**config.mk**
```make
export PLATFORM = sky130hd
export DESIGN_NAME = radial_mesh_vertex_warp_unit
export DESIGN_NICKNAME = d
export VERILOG_FILES = /design/src/rtl/rmvw_pkg.sv /design/src/rtl/radial_mesh_vertex_warp_unit.sv
export VERILOG_INCLUDE_DIRS = /design/src /design/src/rtl
export SDC_FILE = /design/constraint.sdc
export NUM_CORES = 2
export LEC_CHECK = 0
export BUFFER_PORTS_ARGS = -buffer_cell sky130_fd_sc_hd__buf_2
export CORE_ASPECT_RATIO = 0.7
export CORE_MARGIN = 2
export CORE_UTILIZATION = 48
export DETAILED_ROUTE_END_ITERATION = 6
export PLACE_DENSITY = 0.67
export SYNTH_ARGS = -nofsm -noshare
export SYNTH_HDL_FRONTEND = slang
export SYNTH_SLANG_ARGS = --single-unit
```
**constraint.sdc**
```tcl
create_clock -name clk -period 10.2 [get_ports clk]
set_input_delay 1.53 -clock clk [delete_from_list [all_inputs] [get_ports clk]]
set_output_delay 1.53 -clock clk [all_outputs]
set_load 0.05 [all_outputs]
```
**src/rtl/radial_mesh_vertex_warp_unit_assert.svh**
```systemverilog
// assertion macros shared by the rtl
`ifndef RADIAL_MESH_VERTEX_WARP_UNIT_ASSERT_SVH
`define RADIAL_MESH_VERTEX_WARP_UNIT_ASSERT_SVH
`ifndef SYNTH
`define RMVW_ASSERT_IMP(lbl, a, c) \
  lbl: assert property (@(posedge clk) disable iff (rst) (a) |-> (c)) \
    else $error("implication check failed");
`define RMVW_ASSERT_NXT(lbl, a, c) \
  lbl: assert property (@(posedge clk) disable iff (rst) (a) |=> (c)) \
    else $error("next-cycle check failed");
`else
`define RMVW_ASSERT_IMP(lbl, a, c)
`define RMVW_ASSERT_NXT(lbl, a, c)
`endif
`endif

```
**src/rtl/rmvw_pkg.sv**
```systemverilog
`default_nettype none
package rmvw_pkg;

  typedef enum logic [2:0] {
    REG_CENTER_X    = 3'd0,
    REG_CENTER_Y    = 3'd1,
    REG_CENTER_Z    = 3'd2,
    REG_RADIUS      = 3'd3,
    REG_TINT_COLOR  = 3'd4,
    REG_START_PH_X  = 3'd5,
    REG_START_PH_Y  = 3'd6
  } reg_idx_t;

  typedef enum logic [4:0] {
    ST_IDLE,
    ST_MR2,
    ST_MDX,
    ST_MDY,
    ST_MDZ,
    ST_CHECK,
    ST_DIVW,
    ST_SQRT,
    ST_MCOL,
    ST_MPX,
    ST_MPY,
    ST_MWX,
    ST_MWY,
    ST_DIVX,
    ST_DIVY,
    ST_FINAL,
    ST_DONE
  } state_t;

  localparam logic [63:0] HALF_PI_Q30  = 64'd1686629713;
  localparam logic [15:0] PHASE_STEP_X = 16'd1024;
  localparam logic [15:0] PHASE_STEP_Y = 16'd512;
  localparam logic [31:0] RGB_MASK     = 32'h00ff_ffff;
  localparam logic [31:0] ALPHA_FULL   = 32'hff00_0000;
  localparam logic [7:0]  BYTE_MAX     = 8'd255;

endpackage
`default_nettype wire

```
**src/rtl/radial_mesh_vertex_warp_unit.sv**
```systemverilog
// Radial mesh vertex warp. One vertex request in, one result out. A vertex
// outside the radius goes from the squared distances and the compare straight
// to forming the result; one inside takes multiplier steps for the squared
// radius and distances and one compare step, 17 steps of the weight division,
// 17 steps of the square root, multiplier steps for colour, push and wobble
// products, 2 x 10 steps of the push divisions and one step to form the
// result; a zero radius skips the weight division. All divisions and the
// root run through one shared compare-subtract unit, the products through
// one 17x17 multiplier; the block takes a new request in the cycle after the
// result has been taken.
`default_nettype none
module radial_mesh_vertex_warp_unit #(
  parameter int SCREEN_WIDTH       = 640,
  parameter int SCREEN_HEIGHT      = 480,
  parameter int SINE_TABLE_ENTRIES = 256
) (
  input  wire logic               clk,
  input  wire logic               rst,
  input  wire logic               cfg_we,
  input  wire logic [2:0]         cfg_index,
  input  wire logic [31:0]        cfg_data,
  input  wire logic               in_valid,
  output logic                    in_ready,
  input  wire logic               first_vertex,
  input  wire logic signed [15:0] grid_x,
  input  wire logic signed [15:0] grid_y,
  input  wire logic signed [15:0] grid_z,
  input  wire logic signed [15:0] vert_x,
  input  wire logic signed [15:0] vert_y,
  input  wire logic [31:0]        vert_color,
  output logic                    out_valid,
  input  wire logic               out_ready,
  output logic signed [15:0]      out_vert_x,
  output logic signed [15:0]      out_vert_y,
  output logic signed [15:0]      out_grid_x,
  output logic signed [15:0]      out_grid_y,
  output logic [31:0]             out_color,
  output logic                    inside_res
);

`include "radial_mesh_vertex_warp_unit_assert.svh"

  localparam int IDXW = $clog2(SINE_TABLE_ENTRIES);
  localparam logic signed [16:0] X_HI = 17'(SCREEN_WIDTH * 16);
  localparam logic signed [16:0] Y_HI = 17'(SCREEN_HEIGHT * 16);
  localparam logic signed [15:0] X_EDGE = 16'((SCREEN_WIDTH - 1) * 16);
  localparam logic signed [15:0] Y_EDGE = 16'((SCREEN_HEIGHT - 1) * 16);
  localparam logic signed [15:0] LOW_EDGE = 16'sd16;

  // sine table, magnitude and sign
  logic [14:0] sine_mag [SINE_TABLE_ENTRIES];
  logic        sine_neg [SINE_TABLE_ENTRIES];

  for (genvar k = 0; k < SINE_TABLE_ENTRIES; k++) begin : g_sine
    localparam logic [63:0] GQ = 64'(4 * k) / 64'(SINE_TABLE_ENTRIES);
    localparam logic [63:0] GR = 64'(4 * k) - GQ * 64'(SINE_TABLE_ENTRIES);
    localparam logic [63:0] GT = GQ[0] ? 64'(SINE_TABLE_ENTRIES) - GR : GR;
    localparam logic [63:0] GX = (rmvw_pkg::HALF_PI_Q30 * GT) / 64'(SINE_TABLE_ENTRIES);
    // taylor series of sine in q30, six terms past x
    localparam logic [63:0] GX2 = (GX * GX) >> 30;
    localparam logic [63:0] GT1 = ((GX * GX2) >> 30) / 64'd6;
    localparam logic [63:0] GT2 = ((GT1 * GX2) >> 30) / 64'd20;
    localparam logic [63:0] GT3 = ((GT2 * GX2) >> 30) / 64'd42;
    localparam logic [63:0] GT4 = ((GT3 * GX2) >> 30) / 64'd72;
    localparam logic [63:0] GT5 = ((GT4 * GX2) >> 30) / 64'd110;
    localparam logic [63:0] GT6 = ((GT5 * GX2) >> 30) / 64'd156;
    localparam logic signed [63:0] GS = signed'(GX) - signed'(GT1) + signed'(GT2)
                                      - signed'(GT3) + signed'(GT4) - signed'(GT5)
                                      + signed'(GT6);
    localparam logic [63:0] GP = (GS < 0) ? 64'd0 : unsigned'(GS);
    localparam logic [63:0] GV = (GP + 64'd32768) >> 16;
    localparam logic [63:0] GM = (GV > 64'd16384) ? 64'd16384 : GV;
    assign sine_mag[k] = GM[14:0];
    assign sine_neg[k] = (GQ >= 64'd2);
  end

  // configuration
  logic signed [15:0] center_x, center_y, center_z;
  logic [14:0] radius;
  logic [31:0] tint_color;
  logic [15:0] start_phase_x, start_phase_y;
  logic [15:0] run_phase_x, run_phase_y;

  always_ff @(posedge clk) begin
    if (rst) begin
      center_x      <= '0;
      center_y      <= '0;
      center_z      <= '0;
      radius        <= '0;
      tint_color    <= '0;
      start_phase_x <= '0;
      start_phase_y <= '0;
    end else if (cfg_we) begin
      unique case (cfg_index)
        rmvw_pkg::REG_CENTER_X:   center_x      <= cfg_data[15:0];
        rmvw_pkg::REG_CENTER_Y:   center_y      <= cfg_data[15:0];
        rmvw_pkg::REG_CENTER_Z:   center_z      <= cfg_data[15:0];
        rmvw_pkg::REG_RADIUS:     radius        <= cfg_data[14:0];
        rmvw_pkg::REG_TINT_COLOR: tint_color    <= cfg_data;
        rmvw_pkg::REG_START_PH_X: start_phase_x <= cfg_data[15:0];
        rmvw_pkg::REG_START_PH_Y: start_phase_y <= cfg_data[15:0];
        default: ;
      endcase
    end
  end

  rmvw_pkg::state_t state, state_next;

  // latched request
  logic signed [15:0] gx, gy, vx, vy;
  logic [31:0] col_in;
  logic [15:0] ph_x, ph_y;
  logic signed [16:0] dx, dy, dz;

  // datapath
  logic [29:0] r2;
  logic [33:0] d2, s2;
  logic [16:0] w;
  logic [34:0] rem;
  logic [33:0] res;
  logic [32:0] bitr;
  logic [25:0] dreg;
  logic [16:0] quo;
  logic [4:0]  cnt;
  logic [31:0] col_new;
  logic [24:0] px_num, py_num;
  logic [9:0]  qx;
  logic signed [8:0] wob_x, wob_y;
  logic in_radius;

  logic [16:0] mul_a, mul_b;
  logic [33:0] mul_p;
  logic [34:0] sub_op, rem_sub;
  logic        ge;
  logic [16:0] adx, ady, adz;
  logic [IDXW-1:0] idx_x, idx_y;
  logic [7:0] cbyte;
  logic [24:0] cround;
  logic [7:0]  cfade;
  logic [31:0] col_step;
  logic [9:0]  quo_lo;
  logic signed [18:0] sum_x, sum_y;
  logic signed [15:0] sat_x, sat_y;
  logic signed [11:0] push_x, push_y;

  assign adx = dx[16] ? 17'(-dx) : 17'(dx);
  assign ady = dy[16] ? 17'(-dy) : 17'(dy);
  assign adz = dz[16] ? 17'(-dz) : 17'(dz);
  assign idx_x = IDXW'(({16'd0, ph_x} * 32'(SINE_TABLE_ENTRIES)) >> 16);
  assign idx_y = IDXW'(({16'd0, ph_y} * 32'(SINE_TABLE_ENTRIES)) >> 16);
  assign quo_lo = quo[9:0];

  always_comb begin
    case (cnt[1:0])
      2'd0:    cbyte = tint_color[7:0];
      2'd1:    cbyte = tint_color[15:8];
      default: cbyte = tint_color[23:16];
    endcase
  end

  // shared multiplier
  always_comb begin
    mul_a = '0;
    mul_b = '0;
    case (state)
      rmvw_pkg::ST_MR2: begin
        mul_a = {2'b0, radius};
        mul_b = {2'b0, radius};
      end
      rmvw_pkg::ST_MDX: begin
        mul_a = adx;
        mul_b = adx;
      end
      rmvw_pkg::ST_MDY: begin
        mul_a = ady;
        mul_b = ady;
      end
      rmvw_pkg::ST_MDZ: begin
        mul_a = adz;
        mul_b = adz;
      end
      rmvw_pkg::ST_MCOL: begin
        mul_a = {9'd0, rmvw_pkg::BYTE_MAX - cbyte};
        mul_b = w;
      end
      rmvw_pkg::ST_MPX: begin
        mul_a = adx;
        mul_b = w;
      end
      rmvw_pkg::ST_MPY: begin
        mul_a = ady;
        mul_b = w;
      end
      rmvw_pkg::ST_MWX: begin
        mul_a = {2'b0, sine_mag[idx_x]};
        mul_b = w;
      end
      rmvw_pkg::ST_MWY: begin
        mul_a = {2'b0, sine_mag[idx_y]};
        mul_b = w;
      end
      default: ;
    endcase
  end
  assign mul_p = mul_a * mul_b;

  assign cround = 25'(mul_p) + 25'd65535;
  assign cfade  = rmvw_pkg::BYTE_MAX - cround[23:16];
  always_comb begin
    col_step = col_new;
    case (cnt[1:0])
      2'd0:    col_step[7:0]   = cfade;
      2'd1:    col_step[15:8]  = cfade;
      default: col_step[23:16] = cfade;
    endcase
  end

  // shared compare-subtract unit
  always_comb begin
    case (state)
      rmvw_pkg::ST_DIVW: sub_op = {5'd0, r2};
      rmvw_pkg::ST_SQRT: sub_op = {1'b0, res} + {2'b0, bitr};
      rmvw_pkg::ST_DIVX,
      rmvw_pkg::ST_DIVY: sub_op = {9'd0, dreg};
      default:           sub_op = '0;
    endcase
  end
  assign ge      = rem >= sub_op;
  assign rem_sub = rem - sub_op;

  // final position
  assign push_x = dx[16] ? -12'(signed'({1'b0, qx})) : 12'(signed'({1'b0, qx}));
  assign push_y = dy[16] ? -12'(signed'({1'b0, quo_lo})) : 12'(signed'({1'b0, quo_lo}));
  assign sum_x = in_radius ? 19'(vx) + 19'(push_x) + 19'(wob_x) : 19'(vx);
  assign sum_y = in_radius ? 19'(vy) + 19'(push_y) + 19'(wob_y) : 19'(vy);
  assign sat_x = (sum_x > 19'sd32767) ? 16'sd32767 :
                 (sum_x < -19'sd32768) ? -16'sd32768 : sum_x[15:0];
  assign sat_y = (sum_y > 19'sd32767) ? 16'sd32767 :
                 (sum_y < -19'sd32768) ? -16'sd32768 : sum_y[15:0];

  assign in_ready  = (state == rmvw_pkg::ST_IDLE);
  assign out_valid = (state == rmvw_pkg::ST_DONE);

  always_ff @(posedge clk) begin
    if (rst) begin
      state <= rmvw_pkg::ST_IDLE;
    end else begin
      state <= state_next;
    end
  end

  always_comb begin
    state_next = state;
    unique case (state)
      rmvw_pkg::ST_IDLE:  if (in_valid) state_next = rmvw_pkg::ST_MR2;
      rmvw_pkg::ST_MR2:   state_next = rmvw_pkg::ST_MDX;
      rmvw_pkg::ST_MDX:   state_next = rmvw_pkg::ST_MDY;
      rmvw_pkg::ST_MDY:   state_next = rmvw_pkg::ST_MDZ;
      rmvw_pkg::ST_MDZ:   state_next = rmvw_pkg::ST_CHECK;
      rmvw_pkg::ST_CHECK: begin
        if (d2 > {4'd0, r2}) begin
          state_next = rmvw_pkg::ST_FINAL;
        end else if (r2 == '0) begin
          state_next = rmvw_pkg::ST_SQRT;
        end else begin
          state_next = rmvw_pkg::ST_DIVW;
        end
      end
      rmvw_pkg::ST_DIVW:  if (cnt == '0) state_next = rmvw_pkg::ST_SQRT;
      rmvw_pkg::ST_SQRT:  if (cnt == '0) state_next = rmvw_pkg::ST_MCOL;
      rmvw_pkg::ST_MCOL:  if (cnt == '0) state_next = rmvw_pkg::ST_MPX;
      rmvw_pkg::ST_MPX:   state_next = rmvw_pkg::ST_MPY;
      rmvw_pkg::ST_MPY:   state_next = rmvw_pkg::ST_MWX;
      rmvw_pkg::ST_MWX:   state_next = rmvw_pkg::ST_MWY;
      rmvw_pkg::ST_MWY: begin
        state_next = (s2 == '0) ? rmvw_pkg::ST_FINAL : rmvw_pkg::ST_DIVX;
      end
      rmvw_pkg::ST_DIVX:  if (cnt == '0) state_next = rmvw_pkg::ST_DIVY;
      rmvw_pkg::ST_DIVY:  if (cnt == '0) state_next = rmvw_pkg::ST_FINAL;
      rmvw_pkg::ST_FINAL: state_next = rmvw_pkg::ST_DONE;
      rmvw_pkg::ST_DONE:  if (out_ready) state_next = rmvw_pkg::ST_IDLE;
      default:            state_next = rmvw_pkg::ST_IDLE;
    endcase
  end

  always_ff @(posedge clk) begin
    if (rst) begin
      run_phase_x <= '0;
      run_phase_y <= '0;
    end else if (in_valid && in_ready) begin
      if (first_vertex) begin
        run_phase_x <= start_phase_x + rmvw_pkg::PHASE_STEP_X;
        run_phase_y <= start_phase_y - rmvw_pkg::PHASE_STEP_Y;
      end else begin
        run_phase_x <= run_phase_x + rmvw_pkg::PHASE_STEP_X;
        run_phase_y <= run_phase_y - rmvw_pkg::PHASE_STEP_Y;
      end
    end
  end

  always_ff @(posedge clk) begin
    case (state)
      rmvw_pkg::ST_IDLE: begin
        gx     <= grid_x;
        gy     <= grid_y;
        vx     <= vert_x;
        vy     <= vert_y;
        col_in <= vert_color;
        ph_x   <= first_vertex ? start_phase_x : run_phase_x;
        ph_y   <= first_vertex ? start_phase_y : run_phase_y;
        dx     <= 17'(grid_x) - 17'(center_x);
        dy     <= 17'(grid_y) - 17'(center_y);
        dz     <= 17'(grid_z) - 17'(center_z);
        qx     <= '0;
        quo    <= '0;
        wob_x  <= '0;
        wob_y  <= '0;
      end
      rmvw_pkg::ST_MR2: r2 <= mul_p[29:0];
      rmvw_pkg::ST_MDX: d2 <= mul_p;
      rmvw_pkg::ST_MDY: d2 <= d2 + mul_p;
      rmvw_pkg::ST_MDZ: s2 <= d2 + mul_p;
      rmvw_pkg::ST_CHECK: begin
        in_radius <= (d2 <= {4'd0, r2});
        w         <= '0;
        quo       <= '0;
        cnt       <= 5'd16;
        if (r2 == '0) begin
          rem  <= {1'b0, s2};
          res  <= '0;
          bitr <= 33'd1 << 32;
        end else begin
          rem  <= {5'd0, r2 - d2[29:0]};
        end
      end
      rmvw_pkg::ST_DIVW: begin
        if (cnt == '0) begin
          w    <= ge ? {quo[15:0], 1'b1} : {quo[15:0], 1'b0};
          rem  <= {1'b0, s2};
          res  <= '0;
          bitr <= 33'd1 << 32;
          cnt  <= 5'd16;
        end else begin
          if (ge) begin
            rem <= rem_sub << 1;
            quo <= {quo[15:0], 1'b1};
          end else begin
            rem <= rem << 1;
            quo <= {quo[15:0], 1'b0};
          end
          cnt <= cnt - 5'd1;
        end
      end
      rmvw_pkg::ST_SQRT: begin
        if (ge) begin
          rem <= rem_sub;
          res <= (res >> 1) + {1'b0, bitr};
        end else begin
          res <= res >> 1;
        end
        bitr <= bitr >> 2;
        cnt  <= (cnt == '0) ? 5'd2 : cnt - 5'd1;
        if (cnt == '0) begin
          col_new <= tint_color | rmvw_pkg::ALPHA_FULL;
        end
      end
      rmvw_pkg::ST_MCOL: begin
        col_new <= col_step;
        cnt     <= cnt - 5'd1;
      end
      rmvw_pkg::ST_MPX: px_num <= mul_p[31:7];
      rmvw_pkg::ST_MPY: py_num <= mul_p[31:7];
      rmvw_pkg::ST_MWX: begin
        wob_x <= sine_neg[idx_x] ? -9'(signed'({1'b0, mul_p[30:23]}))
                                 : 9'(signed'({1'b0, mul_p[30:23]}));
      end
      rmvw_pkg::ST_MWY: begin
        wob_y <= sine_neg[idx_y] ? -9'(signed'({1'b0, mul_p[30:23]}))
                                 : 9'(signed'({1'b0, mul_p[30:23]}));
        rem  <= {10'd0, px_num};
        dreg <= {res[16:0], 9'd0};
        quo  <= '0;
        cnt  <= 5'd9;
      end
      rmvw_pkg::ST_DIVX, rmvw_pkg::ST_DIVY: begin
        if (cnt == '0 && state == rmvw_pkg::ST_DIVX) begin
          qx   <= ge ? {quo[8:0], 1'b1} : {quo[8:0], 1'b0};
          quo  <= '0;
          rem  <= {10'd0, py_num};
          dreg <= {res[16:0], 9'd0};
          cnt  <= 5'd9;
        end else begin
          if (ge) begin
            rem <= rem_sub;
            quo <= {quo[15:0], 1'b1};
          end else begin
            quo <= {quo[15:0], 1'b0};
          end
          dreg <= dreg >> 1;
          cnt  <= cnt - 5'd1;
        end
      end
      rmvw_pkg::ST_FINAL: begin
        inside_res <= in_radius;
        out_color  <= in_radius ? col_new : (col_in & rmvw_pkg::RGB_MASK);
        if (gx <= 16'sd0) begin
          out_vert_x <= LOW_EDGE;
          out_grid_x <= LOW_EDGE;
        end else if (17'(gx) >= X_HI) begin
          out_vert_x <= X_EDGE;
          out_grid_x <= X_EDGE;
        end else begin
          out_vert_x <= sat_x;
          out_grid_x <= gx;
        end
        if (gy <= 16'sd0) begin
          out_vert_y <= LOW_EDGE;
          out_grid_y <= LOW_EDGE;
        end else if (17'(gy) >= Y_HI) begin
          out_vert_y <= Y_EDGE;
          out_grid_y <= Y_EDGE;
        end else begin
          out_vert_y <= sat_y;
          out_grid_y <= gy;
        end
      end
      default: ;
    endcase
  end

  `RMVW_ASSERT_IMP(a_no_overlap, out_valid, !in_ready)
  `RMVW_ASSERT_NXT(a_busy_after_req, in_valid && in_ready, !in_ready && !out_valid)
  `RMVW_ASSERT_NXT(a_result_held, out_valid && !out_ready, out_valid && $stable(out_color))
  `RMVW_ASSERT_IMP(a_outside_alpha, out_valid && !inside_res, out_color[31:24] == 8'd0)

endmodule
`default_nettype wire

```
==> impl_metrics.tcl <==
set metrics [dict create \
    die_h_um 294.9 \
    ys.flop_type "edfxtp_1" \
    maxSlewViolCount 0 \
    min_path_type "register to register" \
    synth_top_family_by_area "compound AO/OA/AOI/OAI gates" \
    final_nets 7905 \
    outcome "finished with violations" \
    cts_tree "built" \
    synth_area_leader_cell "edfxtp_1" \
    finalPower_mw 19.64 \
    finalWeightedCongestion 1.007 \
    finalHoldViolCount 0 \
    num_vias 52840 \
    final-setup-viol-count 0 \
    ctsHoldBuffers 0 \
    htree_levels 3 \
    synthArstFlopShare 0 \
    worstPathMaxFanout 4 \
    hold_slack_ps 453.5 \
    synthTopCellsByArea "edfxtp_1 31%, fa_1 9.1%, ha_1 8.4%" \
    cts_buffers 77 \
    cp_slowest_cell "fa_2" \
    synth_common_cells "803 x nand2_1, 596 x edfxtp_1, 574 x inv_1" \
    path_delay_family "adder cells" \
    worst_ep_arrival_time_ps 10470 \
    drive_gt1_frac 0.2114 \
    max-vdd-ir-drop_uv 217.2 \
    ys_seq_area_frac 0.3512 \
    critPathMaxStageDelay_ps 570 \
    yosysMostFrequentCell "nand2_1" \
    max_freq_mhz 99.60 \
    cp-start-kind "register" \
    fp.coreArea_um2 119600 \
    cts_max_path_buffers 3 \
    netlist_instances 6281 \
    area_growth_pct 20.77 \
    grt_pass1_vias 48670 \
    io_pins 252 \
    critical_path_class "register to register" \
    slew-limit-headroom 0.03767 \
    critPathMostFrequentCell "fa_1" \
    synthDominantCellAreaShare 0.3085 \
    ant_nets 0 \
    power.density_nw_per_um2 280.3 \
    synth_edf_count 596 \
    clk_pin_slew_ps 60 \
    p_int_mw 10.77 \
    power_leakage_nw 29.62 \
    grt_pass1_wl_mm 318.1 \
    wl_per_cell_um 24.88 \
    synthAdderAreaFrac 0.1756 \
    ys_ff_latch 720 \
    cp.required_ps 10630 \
    drt_first_pass_iters 7 \
    port_buffers 235 \
    clkSinkCount 720 \
    worst_pin_slew_ps 1432 \
    drcViolationCount 1 \
    crit_buf_inv 10 \
    synth_compound_area_frac 0.1838 \
    synthMuxAreaShare 0.02775 \
    violations "DRC" \
    insertion_delay_ps 730 \
    p_seq_frac 0.228 \
    drtIter0Drc 7012 \
    yosys.cell_types.count 113 \
    overflow 0 \
    pwr-share-comb 0.622 \
    maxCapViolations 0 \
    viasPerCell 6.012 \
    synth_xor_area_frac 0.04667 \
    grt_start_max_net_pins 114 \
    clock_skew_ps 53.58 \
    fin_crit_ps 10040 \
    place_hpwl_mm 173.6 \
    grt.total_usage 0.3457 \
    die-area_um2 123700 \
    finalCritPeriodShare 0.9843 \
    antenna_found_initial 8 \
    row_count 106 \
    critPathCaptureType "register" \
    drt_wl_total_mm 218.6 \
    power.switching_mw 8.877 \
    swShare 0.4519 \
    rsz0062_at_grt "true" \
    post_synth_and_or_nand_nor_area_fraction 0.1539 \
    die_w_um 419.6 \
    clock_power_share 0.150 \
    yosys_warnings 0 \
    synth_area_um2 58020 \
    avgSynthCellArea_um2 9.237 \
    initial_utilization 0.4850 \
    cts_root_buf "clkbuf_16" \
]
[cells by family (layout without fill, tap and decap cells)]
kind of cell             after synthesis  in the layout
AND/OR/NAND/NOR                     1961           1961
flip-flops                           720            720
other                                  1             13
AO/OA/AOI/OAI                       1602           1602
adder cells (fa/ha/maj)              656            656
buffers and inverters                889           1765
multiplexers                         145            145
XOR/XNOR                             307            307
[worst register-to-register path: cells and delay by family, from the launching register on]
kind            cells  cell delay [ps]
simple gates        5             1770
buf+inv            10             1160
compound gates     11             2010
mux                 1              260
fa+ha+maj           8             3650
flops               1              400
xor+xnor            3              560
[layout by cell type (no fill, tap or decap), drive strengths merged, types with 84 or more instances in the layout]
master and n:
a211oi 84, nor2 488, buf 1041, inv 580, ha 391, nand3 96
o21ai 357, clkbuf 103, dfxtp 124, nand2 803, a21o 92, a21oi 441
fa 264, nor3 94, xor2 142, edfxtp 596, xnor2 165
[path summary, 6_finish.rpt]
path	startpoint	cells past startpoint	slack (ps)	end
worst min-delay path	center_x[2]	2	450	center_x[2]
worst min register to register	center_x[2]	2	450	center_x[2]
worst max-delay path	dz[2]	38	160	d2[32]
worst max register to register	dz[2]	38	160	d2[32]
[power groups by stage]
stage	combinational, mW	sequential [mW]	clock (mW)
floorplan	6.82	4.33	0
global placement	11.1	4.51	0
detailed placement	11.2	4.51	0
CTS	11.4	4.46	2.98
global route	13.2	4.52	3.08
finish	12.2	4.49	2.95
[stage by stage]
step	area (µm²)	setup TNS (ps)	std cells	setup WS [ps]	utilization
2_1_floorplan	58040	0	6285	48.31	-
3_3_place_gp	66030	-1433	8594	-361.1	0.5519
3_5_place_dp	66030	-2687	8594	-486.2	0.5519
6_report	70070	0	8789	160.0	0.5857
4_1_cts	68820	-18.67	8741	-18.67	0.5753
5_1_grt	70050	-529.7	8783	-151.9	0.5856
[per-layer routing]
| metal | GRT usage | routed length [µm] |
|---|---|---|
| met2 | 0.4377 | 81860 |
| met3 | 0.1174 | 29750 |
| met4 | 0.08335 | 5415 |
| met5 | 0.003547 | 111 |
| met1 | 0.5459 | 101500 |
[layout make-up]
cell class              instances  area [µm²]
diodes                          8       20.02
clock buffers                 103        2153
clock inverters                40       416.7
fillers                     10610       49560
inverters                     581        2191
multi-input cells            4676       35250
flip-flops and latches        720       20380
well taps                    1620        2027
repair buffers               1041        7631
[state kept, by name, indices dropped and copies added (netlist names), 24 cells and up]
name and count:
rem 35, d2 34, res 34, s2 34, r2 30, dreg 26
out_color 25, px_num 25, py_num 25, col_in 24, col_new 24, tint_color 24
[timing repair]
item | 4_1_cts | 5_1_grt
setup buffers | 4 | 40
pin swaps | 16 | 92
cloned | 0 | 1
endpoints found under the setup margin | 20 | 34
gates resized for setup | 47 | 229
No activity file was read; power rests on OpenSTA's default activity.
